<file path="config.mk">
export PLATFORM = sky130hd
export DESIGN_NAME = pshe_queue
export DESIGN_NICKNAME = d
export VERILOG_FILES = /design/src/hw/rtl/polynomial_store_horner_eval_unit_assert.svh /design/src/hw/rtl/pshe_pkg.sv /design/src/hw/rtl/pshe_queue.sv
export SDC_FILE = /design/constraint.sdc
export NUM_CORES = 1
export LEC_CHECK = 0
export ABC_CLOCK_PERIOD_IN_PS = 11500
export BUFFER_PORTS_ARGS = -buffer_cell sky130_fd_sc_hd__buf_2
export CORE_AREA = 2 2 87 131
export DETAILED_ROUTE_END_ITERATION = 12
export DIE_AREA = 0 0 89 133
export GPL_ROUTABILITY_DRIVEN = 0
export HOLD_SLACK_MARGIN = 0.02
export PLACE_DENSITY = 0.8
export SETUP_SLACK_MARGIN = 0.4
export SYNTH_ARGS = -nofsm -noshare
export SYNTH_HDL_FRONTEND = slang
export SYNTH_SLANG_ARGS = --single-unit
export TNS_END_PERCENT = 30
</file>
<file path="constraint.sdc">
create_clock -name clk -period 11.5 [get_ports clk]
set_input_delay 2.3 -clock clk [delete_from_list [all_inputs] [get_ports clk]]
set_output_delay 2.3 -clock clk [all_outputs]
set_load 0.01 [all_outputs]
</file>
<file path="src/hw/rtl/polynomial_store_horner_eval_unit_assert.svh">
// Assertion macros shared by the RTL.
`ifndef POLYNOMIAL_STORE_HORNER_EVAL_UNIT_ASSERT_SVH
`define POLYNOMIAL_STORE_HORNER_EVAL_UNIT_ASSERT_SVH

// Same-cycle implication, sampled on clk, off during reset.
`define PSHE_ASSERT_IMPLIES(label, ante, cons) \
  label: assert property (@(posedge clk) disable iff (!rst_n) (ante) |-> (cons)) \
    else $error("pshe assertion failed");

// Next-cycle implication.
`define PSHE_ASSERT_NEXT(label, ante, cons) \
  label: assert property (@(posedge clk) disable iff (!rst_n) (ante) |=> (cons)) \
    else $error("pshe assertion failed");

`endif

</file>
<file path="src/hw/rtl/pshe_pkg.sv">
`default_nettype none
package pshe_pkg;

  localparam int NUM_POLYS_DEF        = 16;
  localparam int MAX_DEGREE_TERMS_DEF = 64;
  localparam int FRAC_BITS_DEF        = 16;

  localparam logic [4:0] POLYS_IN_USE_RST = 5'd16;

  localparam logic [1:0] MODE_INSERT = 2'd0;
  localparam logic [1:0] MODE_EVAL   = 2'd1;
  localparam logic [1:0] MODE_QUERY  = 2'd2;

  localparam logic [1:0] ST_OK    = 2'd0;
  localparam logic [1:0] ST_RANGE = 2'd1;
  localparam logic [1:0] ST_SAT   = 2'd2;

  // classified operations
  localparam logic [2:0] OP_NOP  = 3'd0;
  localparam logic [2:0] OP_INS  = 3'd1;
  localparam logic [2:0] OP_EVAL = 3'd2;
  localparam logic [2:0] OP_QRY  = 3'd3;
  localparam logic [2:0] OP_OOR  = 3'd4;

  localparam int QUEUE_DEPTH = 2;

  typedef struct packed {
    logic [2:0]         op;
    logic [3:0]         slot;
    logic               exp_ok;
    logic [5:0]         exp;
    logic signed [15:0] coef;
    logic signed [31:0] point;
  } cmd_t;

  typedef struct packed {
    logic full;
    logic empty;
  } q_stat_t;

  typedef struct packed {
    logic clearing;
  } back_stat_t;

endpackage
`default_nettype wire

</file>
<file path="src/hw/rtl/pshe_queue.sv">
`default_nettype none
module pshe_queue (
  input  wire logic              clk,
  input  wire logic              rst_n,
  input  wire logic              push,
  input  wire pshe_pkg::cmd_t    push_word,
  input  wire logic              pop,
  output pshe_pkg::cmd_t         head,
  output pshe_pkg::q_stat_t      stat
);
  import pshe_pkg::*;

  localparam int PTR_W = (QUEUE_DEPTH > 1) ? $clog2(QUEUE_DEPTH) : 1;
  localparam int CNT_W = $clog2(QUEUE_DEPTH + 1);

  cmd_t             slots_r [QUEUE_DEPTH];
  logic [PTR_W-1:0] wr_ptr_r, rd_ptr_r;
  logic [CNT_W-1:0] count_r;

  always_ff @(posedge clk) begin
    if (push) begin
      slots_r[wr_ptr_r] <= push_word;
    end
  end

  always_ff @(posedge clk) begin
    if (!rst_n) begin
      wr_ptr_r <= '0;
      rd_ptr_r <= '0;
      count_r  <= '0;
    end else begin
      if (push) begin
        wr_ptr_r <= (32'(wr_ptr_r) == QUEUE_DEPTH - 1) ? '0 : wr_ptr_r + 1'b1;
      end
      if (pop) begin
        rd_ptr_r <= (32'(rd_ptr_r) == QUEUE_DEPTH - 1) ? '0 : rd_ptr_r + 1'b1;
      end
      if (push && !pop) begin
        count_r <= count_r + 1'b1;
      end else if (pop && !push) begin
        count_r <= count_r - 1'b1;
      end
    end
  end

  assign head       = slots_r[rd_ptr_r];
  assign stat.full  = 32'(count_r) == QUEUE_DEPTH;
  assign stat.empty = count_r == '0;

endmodule
`default_nettype wire

</file>
==> flow_summary.yaml <==
worst_setup_path:
  r2r-end: "slots_r[1][59]"
  cp-end-kind: "output port"
  start_kind: "register"
  worst_ep_required_time_ns: 9.20
  cp.arrival_ns: 2.20
  ff2ff_setup_slack_ns: 9.64
  cp_slowest_cell: "dfxtp_2"
  reg2reg_from: "wr_ptr_r"
  path_cells: "buf_4, mux2_2, buf_2"
  criticalPathCategory: "register to output port"
  worstPathMaxFanout: 43
  reg2reg_depth: 2
  max_stage_delay_ns: 0.63
finish:
  drive_above_1_share_pct: 61.8
  final_core_util_pct: 56.3
  layout-area-overhead-vs-synth_pct: 29.2
  nets: 426
min_path:
  min_to: "count_r[1]"
  holdPathStages: 2
  hold_start: "count_r[1]"
  hold_class: "register to register"
floorplanning:
  dieArea_um2: 11800
  die_width_um: 89
  rows: 47
  die_h_um: 133
  ios: 130
  coreArea_um2: 10800
  initial_core_util_pct: 43.6
clocking:
  cts_tree: "yes"
  clockBufferDepth: 2
  cts_resized: 0
  clk_pin_slew_ns: 0.05
  cts-buffers-inserted: 17
  cts_sinks: 129
  cts_setup_buffers: 0
  clk_latency_ns: 0.40
  ctsHoldBuffers: 0
  cts.htree.levels: 4
  cts-root-buf: "clkbuf_16"
route:
  wl_per_cell_um: 16.0
  drtAntennaViolNets: 0
  drtIter0Drc: 90
  drc: 0
  first_pass_iters: 6
  wirelength_um: 8320
  num_vias: 2434
  viasPerCell: 4.68
logic_synthesis:
  synth_edf_count: 124
  ys_warn_count: 0
  synth.top_cell.area_share_pct: 79.0
  ys_seq_area_share_pct: 81.1
  ys_async_sr_fraction_pct: 0
  synthTopCellsByCount: "edfxtp_1 (124), mux2_2 (62), buf_6 (6), dfxtp_1 (5), and2_1 (4)"
  syn_nets: 282
  syn-cell-area_um2: 4710
  synth_area_leaders: "edfxtp_1 (79%), mux2_2 (15%), dfxtp_1 (2.1%)"
  yosysMostFrequentCell: "edfxtp_1"
  synth.avg_cell_area_um2: 21.9
  ys_ff_latch: 129
  syn_inst: 215
  synth_ff_type: "edfxtp_1"
  synth_cell_types: 17
  yosysTopAreaCell: "edfxtp_1"
pwr:
  ir_drop_v: 0.000130
  p_leak_uw: 0.00230
  powerDensity_nw_per_um2: 192
status:
  status: "finished, final reports clean"
place:
  io_buffers: 129
  hpwl_um: 5480
global_routing:
  antenna_found_initial: 1
  grt_pass1_wl_um: 12600
  grt_max_degree: 46
  overflow: 0
  grt_usage_pct: 14.6
  first_global_vias: 2695
sta:
  slew_viol_final: 0
  fmax_mhz: 222
  fin_setup_tns_ns: 0
  skew_ns: 0.00926
  timing.final.crit_share_pct: 39.1
  layout_min_cycle_time_ns: 4.50
  rsz0062_at_grt: "no"
  slew_headroom_pct: 59.1
  setup_viol: 0
  worst_slew_pin_slew_ns: 0.614
  hold_viol_final: 0
run:
  cap_violations: 0
routing by layer:
layer  vias to the layer above  routed length, um  GRT usage [%]  part of all wire, %
li1                       1138                  -              -                    -
met1                      1191               2960           14.2                   36
met2                        91               4600           26.2                   55
met3                        14                566           5.80                  6.8
met4                         0                192           6.55                  2.3
met5                         -                  0              0                    0
metrics by stage:
stage          std cells  instance area (um^2)  total power, uW  hold WS (ns)  setup slack, ns
2_1_floorplan        215                  4710              622         0.466             5.95
3_3_place_gp         487                  5500              660         0.480             7.43
3_5_place_dp         487                  5500              665         0.496             7.37
4_1_cts              519                  6090             1190         0.508             6.92
5_1_grt              519                  6090             1210         0.536             6.86
6_report             520                  6090             1170         0.511             7.00
cells in the final DEF, fill, tap and decap left out, drive strengths merged:
cell,netlist,layout
a21boi,1,1
and2,4,4
and2b,1,1
buf,7,132
bufinv,0,2
clkbuf,0,17
clkinv,0,7
clkinvlp,0,3
dfxtp,5,5
diode,0,1
edfxtp,124,124
ha,1,1
inv,1,4
mux2,62,62
nor2,1,1
nor2b,2,2
o21a,1,1
o21ai,1,1
or3,1,1
xnor2,1,1
xor2,2,2
layout make-up:
class,instances,area [um^2]
fillers,895,4730
multi-input cells,78,822
flip-flops and latches,129,3820
clock buffers,17,425
clock inverters,15,159
repair buffers,132,668
diodes,1,2.50
well taps,147,184
inverters,1,3.75
logic make-up after synthesis:
| family | synth area share [%] |
|---|---|
| muxes | 14.8 |
| buffers and inverters | 1.62 |
| adders and majority gates | 0.265 |
| AOI/OAI and AO/OA | 0.425 |
| DFF | 81.1 |
| xor gates and xnor gates | 0.558 |
| and+or+nand+nor | 1.19 |
power by group:
part	switching, uW	internal, uW
Combinational	51.3	49.9
Clock	196	321
Sequential	9.27	543
sequential cells by signal, summed over array words and instances (netlist names), named ones only:
signal and cells:
rd_ptr_r 1, count_r 2, slots_r 124, wr_ptr_r 1
critical path, delay by kind of cell, from the launching register on:
family	cells	cell delay, ns
buffers and inverters	2	0.70
flip-flops	1	0.63
multiplexers	1	0.42
worst max-delay path by stage:
stage	endpoint	startpoint
finish	head[1]	register
CTS	head[5]	register
global placement	head[1]	register
global route	head[5]	register
detailed placement	head[1]	register
floorplan	slots_r[0][0]	push
No activity file was read; power rests on OpenSTA's default activity.
