`config.mk`:
```
export PLATFORM = sky130hd
export DESIGN_NAME = pshe_front
export DESIGN_NICKNAME = d
export VERILOG_FILES = /design/src/hw/rtl/polynomial_store_horner_eval_unit_assert.svh /design/src/hw/rtl/pshe_pkg.sv /design/src/hw/rtl/pshe_front.sv
export SDC_FILE = /design/constraint.sdc
export NUM_CORES = 1
export LEC_CHECK = 0
export BUFFER_PORTS_ARGS = -buffer_cell sky130_fd_sc_hd__buf_2
export CORE_UTILIZATION = 25
export DETAILED_ROUTE_END_ITERATION = 8
export HOLD_SLACK_MARGIN = 0.1
export PLACE_DENSITY_LB_ADDON = 0.08
export SYNTH_ARGS = -nofsm -noshare
export SYNTH_HDL_FRONTEND = slang
export SYNTH_SLANG_ARGS = --single-unit
export TNS_END_PERCENT = 30
```
`constraint.sdc`:
```
create_clock -name clk -period 1.2 [get_ports clk]
set_input_delay 0.12 -clock clk [delete_from_list [all_inputs] [get_ports clk]]
set_output_delay 0.12 -clock clk [all_outputs]
set_load 0.1 [all_outputs]
```
`src/hw/rtl/polynomial_store_horner_eval_unit_assert.svh`:
```
// Assertion macros shared by the RTL.
`ifndef POLYNOMIAL_STORE_HORNER_EVAL_UNIT_ASSERT_SVH
`define POLYNOMIAL_STORE_HORNER_EVAL_UNIT_ASSERT_SVH

// Same-cycle implication, sampled on clk, off during reset.
`define PSHE_ASSERT_IMPLIES(label, ante, cons) \
  label: assert property (@(posedge clk) disable iff (!rst_n) (ante) |-> (cons)) \
    else $error("pshe assertion failed");

// Next-cycle implication.
`define PSHE_ASSERT_NEXT(label, ante, cons) \
  label: assert property (@(posedge clk) disable iff (!rst_n) (ante) |=> (cons)) \
    else $error("pshe assertion failed");

`endif

```
`src/hw/rtl/pshe_pkg.sv`:
```
`default_nettype none
package pshe_pkg;

  localparam int NUM_POLYS_DEF        = 16;
  localparam int MAX_DEGREE_TERMS_DEF = 64;
  localparam int FRAC_BITS_DEF        = 16;

  localparam logic [4:0] POLYS_IN_USE_RST = 5'd16;

  localparam logic [1:0] MODE_INSERT = 2'd0;
  localparam logic [1:0] MODE_EVAL   = 2'd1;
  localparam logic [1:0] MODE_QUERY  = 2'd2;

  localparam logic [1:0] ST_OK    = 2'd0;
  localparam logic [1:0] ST_RANGE = 2'd1;
  localparam logic [1:0] ST_SAT   = 2'd2;

  // classified operations
  localparam logic [2:0] OP_NOP  = 3'd0;
  localparam logic [2:0] OP_INS  = 3'd1;
  localparam logic [2:0] OP_EVAL = 3'd2;
  localparam logic [2:0] OP_QRY  = 3'd3;
  localparam logic [2:0] OP_OOR  = 3'd4;

  localparam int QUEUE_DEPTH = 2;

  typedef struct packed {
    logic [2:0]         op;
    logic [3:0]         slot;
    logic               exp_ok;
    logic [5:0]         exp;
    logic signed [15:0] coef;
    logic signed [31:0] point;
  } cmd_t;

  typedef struct packed {
    logic full;
    logic empty;
  } q_stat_t;

  typedef struct packed {
    logic clearing;
  } back_stat_t;

endpackage
`default_nettype wire

```
`src/hw/rtl/pshe_front.sv`:
```
`default_nettype none
module pshe_front #(
  parameter int NUM_POLYS        = 16,
  parameter int MAX_DEGREE_TERMS = 64
) (
  input  wire logic                 clk,
  input  wire logic                 rst_n,
  input  wire logic                 start,
  input  wire logic                 busy,
  input  wire logic [1:0]           in_mode,
  input  wire logic [3:0]           in_poly_index,
  input  wire logic [5:0]           in_exponent,
  input  wire logic signed [15:0]   in_term_coefficient,
  input  wire logic signed [31:0]   in_point,
  input  wire logic                 cfg_we,
  input  wire logic [4:0]           cfg_wdata,
  output logic                      push,
  output pshe_pkg::cmd_t            push_word
);
  import pshe_pkg::*;

  logic [4:0] polys_in_use_r;
  logic       in_range;

  always_ff @(posedge clk) begin
    if (!rst_n) begin
      polys_in_use_r <= POLYS_IN_USE_RST;
    end else if (cfg_we) begin
      polys_in_use_r <= cfg_wdata;
    end
  end

  assign in_range = ({1'b0, in_poly_index} < polys_in_use_r) &&
                    (32'(in_poly_index) < 32'(NUM_POLYS));

  always_comb begin
    push_word.slot   = in_poly_index;
    push_word.exp    = in_exponent;
    push_word.exp_ok = 32'(in_exponent) < 32'(MAX_DEGREE_TERMS);
    push_word.coef   = in_term_coefficient;
    push_word.point  = in_point;
    case (in_mode)
      MODE_INSERT: push_word.op = in_range ? OP_INS  : OP_OOR;
      MODE_EVAL:   push_word.op = in_range ? OP_EVAL : OP_OOR;
      MODE_QUERY:  push_word.op = in_range ? OP_QRY  : OP_OOR;
      default:     push_word.op = OP_NOP;
    endcase
  end

  assign push = start && !busy;

endmodule
`default_nettype wire

```
==> impl_metrics.toml, run 1 <==
[timing]
rsz0062_at_grt = "true"
fin_crit_ps = 1622
setup_viol = 3
final_hold_viol_count = 0
maxSlewViolCount = 0
setup_ws_ps = -422.3
post-route-period-util_pct = 135.2
max_clock_freq_mhz = 616.4
fin_worst_skew_ps = 0

[layout]
fin_nets = 144
top_register = "polys_in_use_r"
fillCellCount = 336
area_growth_pct = -10.94
diodes = 0
final_common_cell = "buf_2"
seq_area_sq_um = 103.9
largest_reg_flops = 5
drive_above_1_share_pct = 65.71
final_util_pct = 23.22
final_cell_mix = "buf_2, mux2i_1, nor2b_1"
biggestRegsByFlops = "polys_in_use_r: 5 flops"
multi_input_area_sq_um = 289.0

[place]
gp_congestion = 0.5915
dpl.hpwl_um = 1005
io_buffers = 23

[global_routing]
grt_pass1_wl_um = 1856
grt_max_degree = 6
antenna_found_initial = 0
grt_use_total_pct = 7.553
grt_overflow_total = 0
grt_pass1_vias = 433

[power]
power_density_nw_per_um2 = 1056
leakage_nw = 0.3080
irDropWorstVdd_v = 0.0002436
total_power_w = 0.0007428

[synthesis]
yosysWarnings = 0
synth_nets = 170
synth_ff_type = "dfxtp_1"
synth.avg_cell_area_sq_um = 8.139
synth_area_sq_um = 789.5
synth-seq-cells = 5
synthArstFlopShare_pct = 0
synth_cells = 97
ys_seq_area_share_pct = 12.68
yosysUniqueCellTypes = 18
synth-edff-count = 0

[setup_path]
arrival_ps = 1500
reg2reg_slack_ps = 550
critPathMaxFanout = 3
endpoint = "push_word[59]"
r2r_cells = 2
rr_startpoint = "polys_in_use_r[4]"
startpoint = "polys_in_use_r[2]"
r2r_end = "polys_in_use_r[4]"
required_ps = 1080
path_class = "register to primary output"
startpoint_type = "register"
cp-end-kind = "primary output"

[floorplanning]
boundaryPins = 133
die_x_um = 58.20
die_area_sq_um = 3387
dieHeight_um = 58.20
row_count = 20
start_util_pct = 26.07
core_region_area_sq_um = 3028

[route]
dr.first_iter.drc_count = 7
wl_per_cell_um = 10.48
drc = 0
drt_pass1_iterations = 5
ant_nets = 0
viasPerCell = 3.632
drt_wl_total_um = 1195
vias = 414

[clock_tree]
cts_tree = "built"
cts.sink_count = 5
clock_path_buffers = 2
cts_htree_levels = 1
clock_tree.root_cell = "clkbuf_4"
clock_latency_ps = 240
path_clk_slew_ps = 40
cts_buffers = 3

[status]
violations = "negative setup slack"
status = "complete, but fails checks"

[min_path]
hp-class = "primary input to register"

[flow_run]
cap_violations = 0
[metal layers]
| layer | up-vias | share of wire, % | track usage [%] |
|---|---|---|---|
| met5 | - | 0 | 0 |
| met4 | 0 | 6.7 | 13.61 |
| met3 | 18 | 15 | 2.902 |
| met2 | 40 | 42 | 9.524 |
| met1 | 170 | 37 | 6.989 |
| li1 | 186 | - | - |
[cell type report]
class	count	area share (%)
multi-input cells	29	41.10
flip-flops and latches	5	14.77
repair buffers	29	30.96
clock buffers	4	3.737
inverters	3	1.601
well taps	44	7.829
[critical path: stages (launching register included)]
cell,delay (ps)
dfxtp_2,320
inv_2,40
ha_4,220
a21oi_4,140
o21ai_4,90
buf_6,120
a21oi_4,140
buf_12,190
[logic make-up after synthesis]
family                   Yosys count  share of synthesized area (%)
multiplexers                       5                          6.339
buffers and inverters             63                          58.48
AND/OR/NAND/NOR                   13                          10.14
XOR/XNOR                           1                          1.110
other                              1                         0.4750
adder cells (fa/ha/maj)            3                          4.755
flip-flops                         5                          12.68
AO/OA/AOI/OAI                      6                          6.023
[cells in the mapped netlist (2+ instances only)]
cell type	instances	area share [%]
a21oi_1	2	1.3
buf_4	60	57
dfxtp_1	5	13
ha_1	3	4.8
inv_1	3	1.4
mux2i_1	5	6.3
nand2_1	3	1.4
nor2b_1	6	4.8
[stage by stage]
stage | TNS (ps) | std cells | cell area [sq um] | hold WS, ps | setup slack (ps)
detailed placement | -714.2 | 106 | 595.6 | 240.7 | -276.7
global route | -1435 | 114 | 703.2 | 142.4 | -482.2
floorplan | -1074 | 97 | 815.8 | 181.9 | -365.4
finish | -1225 | 114 | 703.2 | 146.7 | -422.3
global placement | -661.9 | 106 | 595.6 | 240.7 | -255.2
CTS | -1355 | 114 | 691.9 | 141.0 | -461.9
[where the power goes]
group	leakage [nW]	switching [W]	total (W)	internal, W
registers	0.0424	0.00000733	0.000185	0.000178
logic	0.251	0.000229	0.000366	0.000137
clock network	0.0150	0.0000659	0.000191	0.000126
[worst min path at each step]
stage	cells after the start	slack [ps]	to	from
final	3	150	polys_in_use_r[2]	cfg_wdata[2]
after global routing	3	140	polys_in_use_r[2]	cfg_wdata[2]
after CTS	3	140	polys_in_use_r[0]	cfg_wdata[0]
after detailed placement	0	240	push_word[0]	in_point[0]
after global placement	0	240	push_word[0]	in_point[0]
after floorplan	1	180	polys_in_use_r[4]	rst_n
[repair_timing]
| item | CTS | global route |
|---|---|---|
| hold buffers | 2 | 0 |
| gates cloned | 0 | 0 |
| setup buffers | 2 | 0 |
| resized for setup | 7 | 5 |
| pin swaps | 4 | 3 |
| endpoints found under the hold margin | 1 | 0 |
| setup endpoints to repair | 3 | 3 |
No activity file was read; power rests on OpenSTA's default activity.
==> run 2, diff against run 1 <==
--- a/config.mk
+++ b/config.mk
@@ -5,11 +5,11 @@
 export SDC_FILE = /design/constraint.sdc
 export NUM_CORES = 1
 export LEC_CHECK = 0
-export BUFFER_PORTS_ARGS = -buffer_cell sky130_fd_sc_hd__buf_2
-export CORE_UTILIZATION = 25
+export CORE_UTILIZATION = 30
 export DETAILED_ROUTE_END_ITERATION = 8
+export DONT_BUFFER_PORTS = 1
 export HOLD_SLACK_MARGIN = 0.1
-export PLACE_DENSITY_LB_ADDON = 0.08
+export PLACE_DENSITY_LB_ADDON = 0.1
 export SYNTH_ARGS = -nofsm -noshare
 export SYNTH_HDL_FRONTEND = slang
 export SYNTH_SLANG_ARGS = --single-unit
==> impl_metrics.toml, run 2 (synthesized netlist as in run 1, its figures left out) <==
[clock_tree]
cts.sink_count = 5
cts_buffers = 3
clock_path_buffers = 2
cts_htree_levels = 1
clock_latency_ps = 240
postCtsSetupRepairBufs = 0
path_clk_slew_ps = 40
clock_tree.root_cell = "clkbuf_4"
cts_tree = "built"

[route]
wl_per_cell_um = 14.48
vias = 378
drc = 0
dr.first_iter.drc_count = 1
drt_wl_total_um = 1245
ant_nets = 0
viasPerCell = 4.395
drt_pass1_iterations = 2

[layout]
fillCellCount = 284
area_growth_pct = -16.32
biggestRegsByFlops = "polys_in_use_r: 5 flops"
final_cell_mix = "dlygate4sd3_1, nor2b_1, mux2i_1, buf_4"
largest_reg_flops = 5
layout.cells.non_filler = 86
seq_area_sq_um = 103.9
diodes = 0
fin_nets = 130
drive_above_1_share_pct = 48.21
top_register = "polys_in_use_r"
final_common_cell = "dlygate4sd3_1"
multi_input_area_sq_um = 314.1

[place]
dpl.hpwl_um = 996.2
io_buffers = 0
gp_congestion = 0.6471
place_inst = 75

[floorplanning]
core_region_area_sq_um = 2477
row_count = 18
start_util_pct = 31.87
dieHeight_um = 53.30
boundaryPins = 133
die_x_um = 53.30
die_area_sq_um = 2841

[setup_path]
cp-end-kind = "primary output"
startpoint = "polys_in_use_r[2]"
startpoint_type = "register"
critPathMaxFanout = 3
required_ps = 1080
path_class = "register to primary output"
rr_startpoint = "polys_in_use_r[2]"
arrival_ps = 1500

[status]
violations = "negative setup slack"
status = "complete, but fails checks"

[global_routing]
grt_overflow_total = 0
antenna_found_initial = 0
grt_max_degree = 6
grt_pass1_wl_um = 1738
grt_use_total_pct = 8.978
grt_pass1_vias = 415

[timing]
max_clock_freq_mhz = 616.5
setup_ws_ps = -422.0
fin_hold_ws_ps = 240.0
setup_viol = 3
rsz0062_at_grt = "true"
post-route-period-util_pct = 135.2
maxSlewViolCount = 0
fin_crit_ps = 1622
final_hold_viol_count = 0
fin_worst_skew_ps = 0

[min_path]
worstHoldStart = "in_point[11]"
hp-class = "primary input to primary output"

[power]
irDropWorstVdd_v = 0.0003262
leakage_nw = 0.2607
power_density_nw_per_um2 = 1009

[flow_run]
cap_violations = 0
-- run 2: final timing paths --
path | to | slack [ps] | depth (start not counted)
hold reg to reg | polys_in_use_r[0] | 560 | 2
hold / removal | push_word[11] | 240 | 0
setup / recovery | push_word[61] | -420 | 6
setup reg to reg | polys_in_use_r[2] | 480 | 3
-- run 2: repair_timing --
action | CTS | global route
endpoints found under the setup margin | 3 | 3
hold buffers | 7 | 0
hold endpoints to repair | 5 | 0
gates resized for setup | 6 | 5
pin swaps | 4 | 6
-- run 2: routing by layer --
metal,routed length [um],global-route usage (%)
met2,624,13.75
met3,202,5.172
met5,0,0
met4,85,13.16
met1,332,6.387
-- run 2: area by class of cell --
class                   count  area share [%]
multi-input cells          29           47.54
flip-flops and latches      5           15.72
well taps                  30           5.682
inverters                   3           1.705
repair buffers             15           25.38
clock buffers               4           3.977
-- run 2: where the power goes --
part	internal, W	switching, W
sequential	0.000178	0.00000758
clock	0.000126	0.0000661
combinational	0.000124	0.000165
total	0.000427	0.000239
-- run 2: through the flow --
step | instance area (sq um) | util [%] | total power, W | worst slack, ps | TNS, ps
after floorplan | 815.8 | - | 0.001273 | -365.4 | -1074
after global placement | 500.5 | 20.20 | 0.0004165 | -250.6 | -622.6
after detailed placement | 500.5 | 20.20 | 0.0004197 | -301.9 | -746.2
after CTS | 621.8 | 25.10 | 0.0006576 | -473.4 | -1388
after global routing | 660.6 | 26.67 | 0.0007066 | -483.2 | -1324
final | 660.6 | 26.67 | 0.0006663 | -422.0 | -1151
-- run 2: critical path, cell delays in order, from the launching register on --
cell and delay (ps):
dfxtp_2 330, inv_2 40, ha_4 280, nand2_4 50, o21ai_4 210, o21a_2 180, buf_12 170
